### src/rtl/picud_pkg.sv
package picud_pkg;

  // Event kinds carried by each input word
  typedef enum logic [1:0] {
    REQ_CPU_WRITE = 2'd0,
    REQ_CPU_CYCLE = 2'd1,
    REQ_A12_RISE  = 2'd2,
    REQ_PPU_READ  = 2'd3
  } req_kind_t;

  // Timer register numbers
  typedef enum logic [2:0] {
    REG_ENABLE   = 3'd0,
    REG_MODE     = 3'd1,
    REG_DISABLE  = 3'd2,
    REG_ENABLE_B = 3'd3,
    REG_PRESCALE = 3'd4,
    REG_COUNTER  = 3'd5,
    REG_XOR_KEY  = 3'd6,
    REG_SIZE     = 3'd7
  } reg_code_t;

  // Prescaler clock source codes, mode bits 1:0
  localparam logic [1:0] SRC_CPU_CYCLE = 2'd0;
  localparam logic [1:0] SRC_A12_RISE  = 2'd1;
  localparam logic [1:0] SRC_PPU_READ  = 2'd2;
  localparam logic [1:0] SRC_CPU_WRITE = 2'd3;

  // Count direction codes, mode bits 7:6
  localparam logic [1:0] DIR_UP   = 2'd1;
  localparam logic [1:0] DIR_DOWN = 2'd2;

  // Mode bit positions
  localparam int unsigned MODE_FREEZE_BIT = 3;
  localparam int unsigned MODE_SHORT_BIT  = 2;

  // Prescaler masks and reset values
  localparam logic [7:0] MASK_SHORT     = 8'h07;
  localparam logic [7:0] MASK_LONG      = 8'hFF;
  localparam logic [7:0] PRESCALE_RESET = 8'hFF;
  localparam logic [7:0] COUNT_UP_HIT   = 8'h00;
  localparam logic [7:0] COUNT_DOWN_HIT = 8'hFF;

endpackage

### src/rtl/picud_if.sv
// Event channel: one timer event per word
interface picud_in_if;
  logic       valid;
  logic       ready;
  logic [1:0] req_type;
  logic       hits_timer_regs;
  logic [2:0] reg_index;
  logic [7:0] write_value;

  modport source (output valid, req_type, hits_timer_regs, reg_index, write_value,
                  input ready);
  modport sink (input valid, req_type, hits_timer_regs, reg_index, write_value,
                output ready);
endinterface

// Result channel: timer state after each event
interface picud_out_if;
  logic       valid;
  logic       ready;
  logic       irq_out;
  logic [7:0] count_now;
  logic [7:0] prescaler_now;

  modport source (output valid, irq_out, count_now, prescaler_now, input ready);
  modport sink (input valid, irq_out, count_now, prescaler_now, output ready);
endinterface

### src/rtl/prescaled_irq_counter_up_down.sv
// The result word for an event is registered and on rsp the cycle after it is taken.
// Throughput: one event per cycle unless a held result stalls req; the timer update
// is an 8-bit increment or decrement and compare, feeding the state and result registers.
// A held result stalls req only when rsp is not ready and the result register is full.
// Reset (rst, synchronous): timer disabled, mode 0, prescaler 0xFF with 3-bit mask,
// counter, key, size and pending interrupt cleared, no result held.
module prescaled_irq_counter_up_down (
  input  logic        clk,
  input  logic        rst,
  picud_in_if.sink    req,
  picud_out_if.source rsp
);
  import picud_pkg::*;

  // Timer state
  logic       enabled;
  logic [7:0] mode_bits;
  logic [7:0] prescale_value;
  logic       mask_short;
  logic [7:0] counter_value;
  logic [7:0] xor_key;
  logic [7:0] size_byte;
  logic       irq_pending;

  logic       enabled_next;
  logic [7:0] mode_bits_next;
  logic [7:0] prescale_value_next;
  logic       mask_short_next;
  logic [7:0] counter_value_next;
  logic [7:0] xor_key_next;
  logic [7:0] size_byte_next;
  logic       irq_pending_next;

  // Result register
  logic       out_valid;
  logic       out_irq;
  logic [7:0] out_count;
  logic [7:0] out_prescale;

  logic       accept;
  logic       clk_match;
  logic [7:0] mask;
  logic [1:0] src;
  logic [1:0] dir;

  // Take a new word whenever the result register is empty or draining
  assign req.ready = !out_valid || rsp.ready;
  assign accept    = req.valid && req.ready;

  assign mask = mask_short ? MASK_SHORT : MASK_LONG;
  assign src  = mode_bits[1:0];
  assign dir  = mode_bits[7:6];

  // Match the event kind against the prescaler clock source
  always_comb begin
    clk_match = 1'b0;
    unique case (req_kind_t'(req.req_type))
      REQ_CPU_WRITE: clk_match = (src == SRC_CPU_WRITE);
      REQ_CPU_CYCLE: clk_match = (src == SRC_CPU_CYCLE);
      REQ_A12_RISE:  clk_match = (src == SRC_A12_RISE);
      REQ_PPU_READ:  clk_match = (src == SRC_PPU_READ);
      default:       clk_match = 1'b0;
    endcase
  end

  // Clock the prescaler first, then apply any register write
  always_comb begin
    enabled_next        = enabled;
    mode_bits_next      = mode_bits;
    prescale_value_next = prescale_value;
    mask_short_next     = mask_short;
    counter_value_next  = counter_value;
    xor_key_next        = xor_key;
    size_byte_next      = size_byte;
    irq_pending_next    = irq_pending;

    if (accept && enabled && clk_match) begin
      unique case (dir)
        DIR_UP: begin
          prescale_value_next = prescale_value + 8'd1;
          if ((prescale_value_next & mask) == 8'h00) begin
            if (!mode_bits[MODE_FREEZE_BIT]) begin
              counter_value_next = counter_value + 8'd1;
            end
            if (counter_value_next == COUNT_UP_HIT) begin
              irq_pending_next = 1'b1;
            end
          end
        end
        DIR_DOWN: begin
          prescale_value_next = prescale_value - 8'd1;
          if ((prescale_value_next & mask) == mask) begin
            if (!mode_bits[MODE_FREEZE_BIT]) begin
              counter_value_next = counter_value - 8'd1;
            end
            if (counter_value_next == COUNT_DOWN_HIT) begin
              irq_pending_next = 1'b1;
            end
          end
        end
        default: ;
      endcase
    end

    if (accept && (req_kind_t'(req.req_type) == REQ_CPU_WRITE) && req.hits_timer_regs) begin
      unique case (reg_code_t'(req.reg_index))
        REG_ENABLE: begin
          enabled_next = req.write_value[0];
          if (!req.write_value[0]) begin
            prescale_value_next = 8'h00;
            irq_pending_next    = 1'b0;
          end
        end
        REG_MODE: begin
          mode_bits_next  = req.write_value;
          mask_short_next = req.write_value[MODE_SHORT_BIT];
        end
        REG_DISABLE: begin
          enabled_next        = 1'b0;
          prescale_value_next = 8'h00;
          irq_pending_next    = 1'b0;
        end
        REG_ENABLE_B: enabled_next        = 1'b1;
        REG_PRESCALE: prescale_value_next = req.write_value ^ xor_key;
        REG_COUNTER:  counter_value_next  = req.write_value ^ xor_key;
        REG_XOR_KEY:  xor_key_next        = req.write_value;
        REG_SIZE:     size_byte_next      = req.write_value;
        default: ;
      endcase
    end
  end

  // Hold timer state
  always_ff @(posedge clk) begin
    if (rst) begin
      enabled        <= 1'b0;
      mode_bits      <= 8'h00;
      prescale_value <= PRESCALE_RESET;
      mask_short     <= 1'b1;
      counter_value  <= 8'h00;
      xor_key        <= 8'h00;
      size_byte      <= 8'h00;
      irq_pending    <= 1'b0;
    end else begin
      enabled        <= enabled_next;
      mode_bits      <= mode_bits_next;
      prescale_value <= prescale_value_next;
      mask_short     <= mask_short_next;
      counter_value  <= counter_value_next;
      xor_key        <= xor_key_next;
      size_byte      <= size_byte_next;
      irq_pending    <= irq_pending_next;
    end
  end

  // Load the result word on accept, drop it when taken
  always_ff @(posedge clk) begin
    if (rst) begin
      out_valid <= 1'b0;
    end else if (accept) begin
      out_valid <= 1'b1;
    end else if (rsp.ready) begin
      out_valid <= 1'b0;
    end
  end

  always_ff @(posedge clk) begin
    if (accept) begin
      out_irq      <= irq_pending_next;
      out_count    <= counter_value_next;
      out_prescale <= prescale_value_next;
    end
  end

  assign rsp.valid         = out_valid;
  assign rsp.irq_out       = out_irq;
  assign rsp.count_now     = out_count;
  assign rsp.prescaler_now = out_prescale;

  // The held result always mirrors the live state
  a_result_mirrors_state: assert property (@(posedge clk) disable iff (rst)
    out_valid |-> (out_count == counter_value) && (out_prescale == prescale_value)
                  && (out_irq == irq_pending))
    else $error("held result differs from timer state");

  // Pending interrupt only rises on an accepted event
  a_irq_rise_on_accept: assert property (@(posedge clk) disable iff (rst)
    $rose(irq_pending) |-> $past(accept))
    else $error("interrupt raised without an event");

  // State holds while no event is taken
  a_idle_holds: assert property (@(posedge clk) disable iff (rst)
    !accept |=> $stable(counter_value) && $stable(prescale_value) && $stable(enabled))
    else $error("timer state moved without an event");

  // A disabled timer ignores non-write events
  a_disabled_quiet: assert property (@(posedge clk) disable iff (rst)
    accept && !enabled && (req.req_type != REQ_CPU_WRITE)
      |=> $stable(counter_value) && $stable(prescale_value) && $stable(irq_pending))
    else $error("disabled timer changed state");

  // Every accepted event leaves a result
  a_result_after_accept: assert property (@(posedge clk) disable iff (rst)
    accept |=> out_valid)
    else $error("accepted event produced no result");

endmodule
### src/flat_wrapper.sv
// flat-port wrapper written by rule: the top's interface ports become plain ports
module prescaled_irq_counter_up_down_flat import picud_pkg::*;
  (clk, rst, req_valid, req_req_type, req_hits_timer_regs, req_reg_index, req_write_value, req_ready, rsp_valid, rsp_irq_out, rsp_count_now, rsp_prescaler_now, rsp_ready);
  picud_in_if req_i ();
  picud_out_if rsp_i ();
  input  logic clk;
  input  logic rst;
  input wire logic [$bits(req_i.valid)-1:0] req_valid;
  input wire logic [$bits(req_i.req_type)-1:0] req_req_type;
  input wire logic [$bits(req_i.hits_timer_regs)-1:0] req_hits_timer_regs;
  input wire logic [$bits(req_i.reg_index)-1:0] req_reg_index;
  input wire logic [$bits(req_i.write_value)-1:0] req_write_value;
  output wire logic [$bits(req_i.ready)-1:0] req_ready;
  output wire logic [$bits(rsp_i.valid)-1:0] rsp_valid;
  output wire logic [$bits(rsp_i.irq_out)-1:0] rsp_irq_out;
  output wire logic [$bits(rsp_i.count_now)-1:0] rsp_count_now;
  output wire logic [$bits(rsp_i.prescaler_now)-1:0] rsp_prescaler_now;
  input wire logic [$bits(rsp_i.ready)-1:0] rsp_ready;
  assign req_i.valid = req_valid;
  assign req_i.req_type = req_req_type;
  assign req_i.hits_timer_regs = req_hits_timer_regs;
  assign req_i.reg_index = req_reg_index;
  assign req_i.write_value = req_write_value;
  assign req_ready = req_i.ready;
  assign rsp_valid = rsp_i.valid;
  assign rsp_irq_out = rsp_i.irq_out;
  assign rsp_count_now = rsp_i.count_now;
  assign rsp_prescaler_now = rsp_i.prescaler_now;
  assign rsp_i.ready = rsp_ready;
  prescaled_irq_counter_up_down u_core (.clk(clk), .rst(rst), .req(req_i), .rsp(rsp_i));
endmodule
### config.mk
export PLATFORM = sky130hd
export DESIGN_NAME = prescaled_irq_counter_up_down_flat
export DESIGN_NICKNAME = d
export VERILOG_FILES = /design/src/rtl/picud_pkg.sv /design/src/rtl/picud_if.sv /design/src/rtl/prescaled_irq_counter_up_down.sv /design/src/flat_wrapper.sv
export SDC_FILE = /design/constraint.sdc
export NUM_CORES = 1
export LEC_CHECK = 0
export BUFFER_PORTS_ARGS = -buffer_cell sky130_fd_sc_hd__buf_2
export CAP_MARGIN = 20
export CORE_MARGIN = 2
export CORE_UTILIZATION = 54
export DETAILED_ROUTE_END_ITERATION = 7
export PLACE_DENSITY = 0.75
export SYNTH_ARGS = -nofsm -noshare
export SYNTH_HDL_FRONTEND = slang
export SYNTH_SLANG_ARGS = --single-unit
export TNS_END_PERCENT = 20
### constraint.sdc
create_clock -name clk -period 2.53 [get_ports clk]
set_input_delay 0.253 -clock clk [delete_from_list [all_inputs] [get_ports clk]]
set_output_delay 0.253 -clock clk [all_outputs]
set_load 0.05 [all_outputs]
**Word-level counts from Yosys, hierarchy flattened**

Index checks and enable logic that the tools add are counted.

- Flip-flop bits (word level): 53
- Input port bits: 18
- Output and inout port bits: 19
- Logic and storage cells: 84

- $add $sub $neg: 4
- Eq/ne operators: 16
- Multiplexer cells: 33
- Bitwise operators: 3
- Reductions and logical operators: 17

Operators with widths:

| cell | count |
|---|---|
| $mux W8 | 17 |
| $pmux W8 S2 | 2 |
| $pmux W8 S3 | 1 |
| $add A8 B1 Y8 const B | 2 |
| $and A8 B8 Y8 | 2 |
| $logic_not A8 Y1 | 2 |
| $sub A8 B1 Y8 const B | 2 |
| $eq A2 B2 Y1 const B | 5 |
| $eq A3 B3 Y1 const B | 3 |
| $mux W1 | 9 |
| $eq A8 B8 Y1 | 1 |
| $eq A8 B8 Y1 const B | 1 |
| $xor A8 B8 Y8 | 1 |
| $eq A2 B1 Y1 const B | 3 |
| $eq A3 B2 Y1 const B | 2 |
| $reduce_and A2 Y1 | 3 |
| $logic_and A1 B1 Y1 | 5 |
| $logic_not A2 Y1 | 2 |
| $pmux W1 S2 | 2 |
| $pmux W1 S4 | 1 |
| $eq A3 B1 Y1 const B | 1 |
| $logic_not A3 Y1 | 1 |
| $pmux W1 S3 | 1 |
| $reduce_bool A3 Y1 | 1 |
| other kinds (3) | 3 |

**Depth between registers and ports, before layout**

- Depth in word-level cells: 14
- Gate-level depth with buffers: 12

**Worst setup path after synthesis**

Ideal clock, no wire load.

- Kind: register to register
- From: reg u_core.out_valid, in the netlist u_core.rsp.valid
- To: reg u_core.out_prescale[7], in the netlist u_core.rsp.prescaler_now[7], data pin
- Setup time: 0.275 ns
- Data arrival time: 2.423 ns
- Path slack: -0.168 ns
- Stages on the path, launching flop included: 9
- Buffers on the path: 1
- Period minus slack after synthesis: 2.698 ns
- Cell sequence: dfxtp_1 -> nand2b_1 -> nand4b_1 -> or2_1 -> clkbuf_1 -> nor2_1 -> mux2_2 -> a222oi_1 -> o22ai_1

- Word-level cells in the longest chain between the ends: 9

Ends and longest elaborated chain:

| what | RTL line | source |
|---|---|---|
| start: declaration | prescaled_irq_counter_up_down.sv:35 | `logic out_valid;` |
| start signal: assignment | prescaled_irq_counter_up_down.sv:159 | `out_valid <= 1'b0;` |
| start signal: assignment | prescaled_irq_counter_up_down.sv:161 | `out_valid <= 1'b1;` |
| start signal: assignment | prescaled_irq_counter_up_down.sv:163 | `out_valid <= 1'b0;` |
| $logic_not A1 Y1 * | prescaled_irq_counter_up_down.sv:47 | `assign req.ready = !out_valid \|\| rsp.ready;` |
| $logic_or A1 B1 Y1 * | prescaled_irq_counter_up_down.sv:47 |  |
| named net req_ready | flat_wrapper.sv:13 | `output wire logic [$bits(req_i.ready)-1:0] req_ready;` |
| $logic_and A1 B1 Y1 * | prescaled_irq_counter_up_down.sv:48 | `assign accept = req.valid && req.ready;` |
| $logic_and A1 B1 Y1 (2 in a row) | prescaled_irq_counter_up_down.sv:77 | `if (accept && enabled && clk_match) begin` |
| $mux W8 | prescaled_irq_counter_up_down.sv:77 |  |
| $mux W8 | prescaled_irq_counter_up_down.sv:109 | `if (!req.write_value[0]) begin` |
| $pmux W8 S3 | prescaled_irq_counter_up_down.sv:106 | `unique case (reg_code_t'(req.reg_index))` |
| $mux W8 * | prescaled_irq_counter_up_down.sv:105 | `if (accept && (req_kind_t'(req.req_type) == REQ_CPU_WRITE) && req.hits_timer_regs) begin` |
| named net u_core.prescale_value_next[7] | prescaled_irq_counter_up_down.sv:27 | `logic [7:0] prescale_value_next;` |
| end signal: assignment | prescaled_irq_counter_up_down.sv:171 | `out_prescale <= prescale_value_next;` |
| end: declaration | prescaled_irq_counter_up_down.sv:38 | `logic [7:0] out_prescale;` |

Mark *: on every way through the listed nets, which the timed path passes. The rest lies on a longest branch.
A chain may end at the register's enable or synchronous reset.

**Final worst setup path**

- From: reg u_core.prescale_value[2]
- To: reg u_core.out_count[2], in the netlist u_core.rsp.count_now[2], data pin

- Word-level cells in the longest chain between the ends: 8

Ends and longest elaborated chain:

| what | RTL line | source |
|---|---|---|
| start: declaration | prescaled_irq_counter_up_down.sv:18 | `logic [7:0] prescale_value;` |
| start signal: assignment | prescaled_irq_counter_up_down.sv:147 | `prescale_value <= prescale_value_next;` |
| $sub A8 B1 Y8 / $add A8 B1 Y8 (equally long branches) | prescaled_irq_counter_up_down.sv:91, prescaled_irq_counter_up_down.sv:80 |  |
| $and A8 B8 Y8 (on tied branches) | prescaled_irq_counter_up_down.sv:92, prescaled_irq_counter_up_down.sv:81 |  |
| $eq A8 B8 Y1 / $logic_not A8 Y1 (equally long branches) | prescaled_irq_counter_up_down.sv:92, prescaled_irq_counter_up_down.sv:81 |  |
| $mux W8 (on tied branches) | prescaled_irq_counter_up_down.sv:92, prescaled_irq_counter_up_down.sv:81 |  |
| $pmux W8 S2 * | prescaled_irq_counter_up_down.sv:78 | `unique case (dir)` |
| $mux W8 * | prescaled_irq_counter_up_down.sv:77 |  |
| $mux W8 | prescaled_irq_counter_up_down.sv:106 |  |
| $mux W8 * | prescaled_irq_counter_up_down.sv:105 |  |
| named net u_core.counter_value_next[2] | prescaled_irq_counter_up_down.sv:29 | `logic [7:0] counter_value_next;` |
| end signal: assignment | prescaled_irq_counter_up_down.sv:170 | `out_count <= counter_value_next;` |
| end: declaration | prescaled_irq_counter_up_down.sv:37 | `logic [7:0] out_count;` |

Marked as above.

==> results by group <==
Floorplanning
  • Die Area: ~7000 um^2
  • Row cnt: 29
  • Die height: 83.9 um
  • Initial core utilization: 54.9%
  • Core area: ~6300 um^2
  • IO Pins: 37
  • Die W: between 80 and 90 um

Synthesis
  • Flops & latches, synth: 50
  • Syn nets: about 420
  • Top_reg_cell synth: dfxtp_1
  • Async SR Flop Fraction: 0%
  • Distinct cells, synth: around 70
  • Syn. warnings: 0
  • Synth area leaders: dfxtp_1 (19%), edfxtp_1 (15%), mux2i_1 (4.6%), nor2_1 (3.7%), xnor2_1 (3.1%)
  • Synth area leader: dfxtp_1
  • Register area share after synthesis: 34.0%
  • Syn Std Cell Area: roughly 3400 um^2
  • Share of the synthesized area in the top cell type: a little under a fifth
  • Mapped Cells: between 300 and 400
  • Post-Syn Area per Cell: just under 9 um^2
  • EDFF count, synth: 17

Place
  • RePlAce Congestion: 0.981
  • HPWL after DPL: 6740 um
  • Port-buffer cells: 36

Clock tree
  • CTS buffer count: 5
  • Max Root-Sink Buffers: 2
  • CTS sink cnt: 50
  • Hold_buf cts: 0
  • Clock latency on the worst-skew pair: between 0.2 and 0.3 ns
  • CTS clk-pin slew, worst paths: approximately 0.090 ns
  • CTS tree: built
  • CTS H-tree depth: 2
  • Clock root cell: clkbuf_8

Pwr
  • Switching part of the total: between 20 and 30%
  • Logic pwr share: 12.1%
  • Switching Power: 0.381 mW
  • PD cells: roughly 380 nW/um^2
  • Leak pwr: roughly 1.4 nW
  • Sequential share of power: 57.8%
  • Pint: ~1.1 mW
  • Clock group share of total power: roughly 30%
  • Max VDD drop: 343 uV

Timing
  • RSZ-0062 raised after global routing: yes
  • Fin. Hold Viols: 0
  • Slew margin rel.: 38.2%
  • Slew @ Worst Pin: roughly 0.93 ns
  • Fmax: between 0.4 and 0.5 GHz
  • Worst Skew: about 0.012 ns
  • Period utilisation layout: 95.4%
  • Setup TNS: 0 ns
  • Final worst path period need: about 2.4 ns
  • Max-slew violation count: 0
  • Final setup vio count: 0

Final layout
  • Fillers: 545
  • Ant. Diodes: 0
  • Most common cell after layout, fill and taps aside: buf_2
  • Commonest cells after routing, fill and taps aside: buf_2 (36), nor2_1 (34), buf_4 (31), dfxtp_1 (30), nand2_1 (27)
  • Layout cell share with drive strength beyond 1: around a quarter
  • Final-stage net count: around 470
  • Area grow syn2layout: 13.7%
  • Fin util: 62.4%

Min path
  • Hold path start: req_write_value[5]
  • Worst Hold Class: in2reg

Routing
  • Routed wl met2: roughly 4200 um
  • # DRC: 0
  • Via count: between 3k and 4k
  • Starting DRT DRC Count: between 200 and 300
  • Metal3 WL: roughly 700 um
  • Router iterations before antenna repair: 5
  • M1 wire length: around 3800 um
  • Via-to-Cell Ratio: 6.27
  • Drt total wl: slightly below 9000 um
  • WL/cell: 17.1 um
  • DRT antenna net count: 0
  • Max layer used: met4

Setup path
  • Peak per-stage delay on the critical path: between 0.4 and 0.5 ns
  • Setup crit start: u_core.prescale_value[2]
  • CP Cell Sequence: nor4_1, a32o_2, o221ai_2, or3_1, a2111oi_2, nor2_1
  • CP Class: reg2reg
  • Critical path required time: 2.57 ns
  • Element type at the critical path end: flop
  • Worst Path Arrival: 2.45 ns
  • Worst path slowest cell: nor4_1
  • CP top delay family: simple AND/OR/NAND/NOR gates
  • Worst r2r src: u_core.prescale_value[2]
  • Buf/Inv on CP: 0
  • CP max FO: 11
  • CP Launch Type: flop

Status
  • Status: completed

GRT
  • Vias in the first global route: 2954
  • Total gr overflow: 0
  • Global-route wire length before repair: between 10000 and 15000 um
  • Tot GR Track Use: 25.7%
  • Largest net degree at the start of global routing: 24
  • Initial antenna violation count: 0

Flow run
  • Max-Cap Viols: 0
-- flip-flops by register name, indices dropped and copies added (netlist names), 5 cells and up --
| register | count |
|---|---|
| u_core.counter_value | 8 |
| u_core.rsp.count_now | 8 |
| u_core.xor_key | 8 |
| u_core.mode_bits | 5 |
| u_core.prescale_value | 8 |
| u_core.rsp.prescaler_now | 8 |
-- power groups by stage --
stage               logic (mW)  registers (mW)  clock network, mW
global placement         0.175           0.873                  0
global route             0.192           0.857              0.491
floorplan               0.0833           0.906                  0
detailed placement       0.177           0.874                  0
CTS                      0.178           0.855              0.458
finish                   0.179           0.855              0.446
-- worst paths after layout --
path / cells after the start / slack (ns) / end
setup reg to reg: 6 / 0.12 / u_core.rsp.count_now[2]
hold / removal: 3 / 0.22 / u_core.xor_key[5]
setup / recovery: 6 / 0.12 / u_core.rsp.count_now[2]
hold reg to reg: 2 / 0.53 / u_core.xor_key[4]
-- worst register-to-register path: cells and delay by family (launching register included) --
kind	cells	cell delay [ns]
AO/OA/AOI/OAI	3	0.76
flip-flops	1	0.43
AND/OR/NAND/NOR	3	0.98
-- cell type report --
cell class	instances	area, um^2	share of cell area, %
flip-flops and latches	50	1170	30.0
clock buffers	8	80.1	2.04
well taps	77	96.3	2.46
multi-input cells	302	2090	53.3
inverters	15	56.3	1.44
repair buffers	68	424	10.8
-- per-stage QoR --
step	area (um^2)	total power [mW]	hold WS [ns]	worst slack, ns	instances
global placement	3790	1.05	0.494	0.0247	509
detailed placement	3790	1.05	0.506	0.0306	509
global route	3920	1.54	0.215	-0.0336	520
floorplan	3450	0.989	0.325	0.0199	396
finish	3920	1.48	0.221	0.116	520
CTS	3870	1.49	0.219	0.0103	517
-- metal layers --
layer,vias to the layer above,track usage [%]
li1,1562,-
met1,1537,34.4
met2,144,42.0
met3,17,4.65
met4,0,8.21
met5,-,0
-- Yosys cell counts, types with 3 or more instances --
library cell	count
or3_1	9
edfxtp_1	17
nand2b_1	15
and2_1	8
o311ai_0	3
o31ai_1	7
inv_1	15
dfxtp_1	33
buf_4	3
a21oi_1	19
or2_2	3
mux2i_1	16
ha_1	7
a31oi_1	6
or2_1	3
nor2_1	34
nor3_1	14
nand3_1	12
o22ai_1	8
o32ai_1	3
nand4_1	5
clkbuf_1	12
nand2_1	27
nor4_1	3
buf_6	3
o221ai_1	4
o21ai_0	11
and4_1	3
a211oi_1	7
xor2_1	4
buf_1	4
xnor2_1	12
a211o_1	3
buf_2	6
nor3_2	4
o211ai_1	3
o21ai_1	5
and3_1	4
nor2b_1	6
-- cell families (layout without fill, tap and decap cells) --
logic type | after synthesis | after routing | synth area share, %
AOI/OAI and AO/OA | 104 | 104 | 23.1
xor gates and xnor gates | 16 | 16 | 4.07
adders and majority gates | 7 | 7 | 2.54
buffers and inverters | 44 | 91 | 6.10
DFF | 50 | 50 | 34.0
muxes | 17 | 17 | 4.97
and+or+nand+nor | 158 | 158 | 25.3
-- what timing repair did --
action / 4_1_cts / 5_1_grt
endpoints found under the hold margin: 0 / 0
gates resized for setup: 0 / 11
endpoints found under the setup margin: 0 / 14
setup buffers: 0 / 3
Power figures use the tool's default switching activity.
